--- src/hdl/aes256cfb_ram.sv ---
// ----------------------------------------------------------------------------
// AES-256 CFB generic RAM
// Single write port, single read port, registered read data.
// ----------------------------------------------------------------------------
module aes256cfb_ram #(
  parameter int unsigned Width = 64,
  parameter int unsigned Depth = 30
) (
  input  logic                     clk_i,
  input  logic                     we_i,
  input  logic [$clog2(Depth)-1:0] waddr_i,
  input  logic [Width-1:0]         wdata_i,
  input  logic [$clog2(Depth)-1:0] raddr_i,
  output logic [Width-1:0]         rdata_o
);

  logic [Width-1:0] mem_q [Depth];

  always_ff @(posedge clk_i) begin
    if (we_i) begin
      mem_q[waddr_i] <= wdata_i;
    end
    rdata_o <= mem_q[raddr_i];
  end

endmodule

--- config.mk ---
export PLATFORM = sky130hd
export DESIGN_NAME = aes256cfb_ram
export DESIGN_NICKNAME = d
export VERILOG_FILES = /design/src/hdl/aes256cfb_ram.sv
export SDC_FILE = /design/constraint.sdc
export NUM_CORES = 2
export LEC_CHECK = 0
export BUFFER_PORTS_ARGS = -buffer_cell sky130_fd_sc_hd__buf_2
export CELL_PAD_IN_SITES_DETAIL_PLACEMENT = 2
export CELL_PAD_IN_SITES_GLOBAL_PLACEMENT = 2
export CORE_UTILIZATION = 49
export DETAILED_ROUTE_END_ITERATION = 8
export GPL_ROUTABILITY_DRIVEN = 0
export GPL_TIMING_DRIVEN = 0
export PLACE_DENSITY = 0.81
export REMOVE_ABC_BUFFERS = 1
export SYNTH_ARGS = -nofsm -noshare
export SYNTH_HDL_FRONTEND = slang
export SYNTH_SLANG_ARGS = --single-unit
--- constraint.sdc ---
create_clock -name clk_i -period 6.9 [get_ports clk_i]
set_input_delay 1.38 -clock clk_i [delete_from_list [all_inputs] [get_ports clk_i]]
set_output_delay 1.38 -clock clk_i [all_outputs]
set_load 0.01 [all_outputs]
Word-level counts from Yosys, hierarchy flattened
Memories as Yosys holds them, arrays and structs flattened. A register that Yosys moved wholly into a read port is not among the register bits. Index checks and enable logic that the tools add are counted.

Flip-flop bits (word level): 0. Memory bits (writable): 1920. Input bits: 76. Memories: 1.

Memory list: mem_q (words 30, bits a word 64, rd ports 1, clocked after Yosys merged registers in 1, write ports 1, RTL line 17) `logic [Width-1:0] mem_q [Depth];`.

Multiplexer cells: 2.

Operators by type and width (count): 2-to-1 mux 1 bit (2).

Depth between registers and ports, before layout
Word-level depth: 2. Depth in mapped cells: 10.

Least setup slack after synthesis
OpenSTA, ideal clock, no wires.

Kind: input to register. From: input waddr_i[0]. To: memory mem_q[12][0] (enable). Setup time: 0.486 ns. Data arrival time: 4.716 ns. Required time: 6.414 ns. Path slack: 1.698 ns. Cell stages on the path: 3. Cell sequence: or3b_2 -> clkbuf_1 -> nor2_1.

RTL lines: from (decl) (RTL line 11) `input logic [$clog2(Depth)-1:0] waddr_i,`; to (decl) (RTL line 17).

No word-level cell before the write port.

==> run summary <==
================================================================================
Status                                                              complete, no violations
Layout cells sized above 1                                                 23.6%
Syn Inst Count                                                              3649
Design internal power                                                   0.0201 W
Number of enable-type register cells in the synthesized netlist             1920
Adder-Cell Fraction of Synth Area                                             0%
Number of antenna violations at the first check in global routing             17
Floorplan core area                                                   152000 um2
Num ports                                                                    140
Max_slew headroom                                                          16.1%
Die Width                                                                 393 um
Critical Setup Path Class                                           input port to flip-flop
Starting utilization of the core area                                      49.3%
Most frequently used flop master after synthesis                        edfxtp_1
Number of nets with antenna violations after detailed routing                  0
Number of placed instances, taps included                                   5757
Average wire length per cell after detail routing                        46.4 um
Classification of the worst-slack hold path                         flip-flop to flip-flop
Setup crit end kind                                                    flip-flop
Upper clock frequency limit                                              225 MHz
Sequential cell fraction of total power                                    51.4%
Count of TritonRoute iterations in the first routing pass                      5
Final design utilization                                                   57.4%
Final Routed Wirelength                                                285000 um
Final Net Count                                                             4005
DRT iter0 DRCs                                                              5971
Maximum clock path buffer count                                                3
Clock tree from TritonCTS                                                   done
Clock root buffer master                                               clkbuf_16
Slew @ Worst Pin                                                         1.25 ns
Die area                                                              154000 um2
Largest net degree at the start of global routing                            110
Count of clock tree sinks                                                   1984
Post-DP HPWL                                                           164000 um
Number of hold-repair buffers added at the cts stage                           0
Via count                                                                  42.1k
Worst-path maximum fanout                                                     75
Unrepaired setup endpoints after global routing                               no
First-pass GRT wire length                                             386000 um
Slew Viols, Final                                                              0
Post-synthesis compound-gate area fraction                                 3.60%
Top area cells in the synthesized netlist                           edfxtp_1 (77%), mux4_2 (7.2%), mux2i_1 (5.3%), dfxtp_1 (1.7%), a22oi_1 (1.5%)
Port buffer count                                                            139
Required time of the critical path                                       7.60 ns
Site Rows                                                                    143
FFs w/ async S/R, synth                                                       0%
Static Leakage                                                           28.7 nW
Overall global routing resource usage                                      37.2%
Clock transition at path regs                                            0.07 ns
Combinational family with the most area after synthesis             multiplexers
Post-cts sizing count                                                          0
Synthesis Warnings                                                             0
Switching share of power                                                   23.3%
Layout area overhead                                                       16.3%
Period utilisation layout                                                  64.3%
Pwr per Cell Area                                                     302 nW/um2
Number of global-route vias before repair                                  44.5k
Relative contribution of combinational cells to total power                 5.2%
Finish-stage setup viols                                                       0
Mux share of post-synthesis cell area                                      13.7%
Switching power                                                        0.00613 W
Worst IR drop on VDD                                                  0.000287 V
Post-Syn Area per Cell                                                  20.5 um2
Element type at the critical path start                               input port
Clock latency reported for the late side of the worst-skew pair          0.85 ns
Total of max-cap violations                                                    0
Area share of the leading cell type in the synthesized netlist             77.0%
Ratio of routed vias to standard cells                                      6.85
Cell accounting for the most synthesized area                           edfxtp_1
Area share of and/or/nand/nor cells after synthesis                        2.36%
Area share of xor/xnor cells in the synthesized design                        0%
Flip-flop and latch count after synthesis                                   1984
Post-CTS Setup Bufs                                                            0
Hold violation count in the final report                                       0
Final Critical Period                                                    4.44 ns
Depth of the CTS H-tree                                                        4
Cts bufs inserted                                                            200
Number of design rule violations left after detail routing                     0
Clock tree skew after final layout                                     0.0289 ns
Area of the mapped netlist                                             74900 um2
Clock power frac                                                           43.5%
Arrival @ worst endpoint                                                 5.14 ns
Share of the yosys chip area belonging to registers                        78.7%
Post-synth cell types                                                         41
Global-route congestion overflow total                                         0
Chip height                                                               393 um
Non-Filler Instances                                                        6145
================================================================================
-- metrics by stage --
stage               power (W)  setup TNS (ns)  hold slack [ns]  worst slack, ns  cell area, um2
floorplan              0.0142               0            0.556             1.77           73700
CTS                    0.0263               0            0.636             2.48           87000
detailed placement     0.0150               0            0.620             1.59           80500
finish                 0.0263               0            0.629             2.46           87100
global placement       0.0151        -6375.44            0.593           -17.74           76900
global route           0.0267               0            0.690             2.26           87000
-- flip-flops by register name, summed over array words and instances, names as in the netlist --
register  cells
mem_q      1920
rdata_o      64
-- worst max-delay path: stages --
cell,delay (ns)
buf_8,0.58
buf_16,0.48
buf_16,0.38
buf_16,0.40
nor4bb_4,0.92
buf_6,0.31
a22oi_1,0.13
nand2_1,0.13
nor4_1,0.11
-- cells by family (layout without fill, tap and decap cells) --
kind of cell | after synthesis | count (layout)
AOI/OAI and AO/OA | 380 | 380
and+or+nand+nor | 363 | 363
muxes | 719 | 719
other | 0 | 10
DFF | 1984 | 1984
buffers and inverters | 203 | 659
-- layout make-up --
cell class	instances	area [um2]
Timing Repair Buffer	281	3890
Multi-Input combinational cell	1462	15100
Antenna cell	10	25.0
Sequential cell	1984	58900
Clock inverter	119	1100
Tap cell	2030	2540
Fill cell	12300	64700
Clock buffer	259	5450
-- metal layers --
layer  vias up  GRT usage, %  routed length, um
met3       610          6.47              25100
met4         4          14.0              11000
li1      15700             -                  -
met2      2891          60.3             139000
met5         -             0                 26
met1     22900          50.6             110000
-- power by group through the flow --
stage,Combinational (W),Clock (W),Sequential [W]
floorplan,0.000479,0,0.0137
global placement,0.00141,0,0.0137
detailed placement,0.00131,0,0.0137
CTS,0.00134,0.0115,0.0135
global route,0.00139,0.0118,0.0135
finish,0.00136,0.0114,0.0135
-- placed cells by master, fill, tap and decap left out, types with 42 or more instances in the layout --
| cell type | n |
|---|---|
| a22oi_1 | 148 |
| buf_12 | 86 |
| buf_16 | 48 |
| buf_2 | 134 |
| clkbuf_16 | 203 |
| clkinv_2 | 45 |
| dfxtp_1 | 64 |
| edfxtp_1 | 1920 |
| mux2_2 | 84 |
| mux2i_1 | 396 |
| mux4_2 | 239 |
| nand2_1 | 119 |
| nor2_1 | 53 |
| nor4_1 | 42 |
| o21ai_0 | 47 |
| o22ai_1 | 52 |
-- path summary, 6_finish.rpt --
| check | end | cells past startpoint | slack (ns) | from |
|---|---|---|---|---|
| min reg2reg | rdata_o[18] | 3 | 0.63 | mem_q[2][18] |
| min | rdata_o[18] | 3 | 0.63 | mem_q[2][18] |
| max | rdata_o[40] | 9 | 2.46 | raddr_i[0] |
| max reg2reg | rdata_o[28] | 4 | 4.99 | mem_q[9][28] |
-- synth_stat cells, types with 9 or more instances --
master,instances
nor4_1,42
a22oi_1,148
a311o_1,25
nor2b_1,24
nor3_1,9
nor2_1,87
a21o_1,9
buf_4,40
nand2_1,120
nand4_1,11
edfxtp_1,1920
o22ai_1,52
buf_2,62
mux2i_1,396
clkbuf_1,71
mux4_2,239
o21ai_0,47
o32ai_1,19
a22o_1,25
mux2_2,84
buf_6,13
a21oi_1,36
nand3_1,35
a211oi_1,19
dfxtp_1,64
Power figures use the tool's default switching activity.
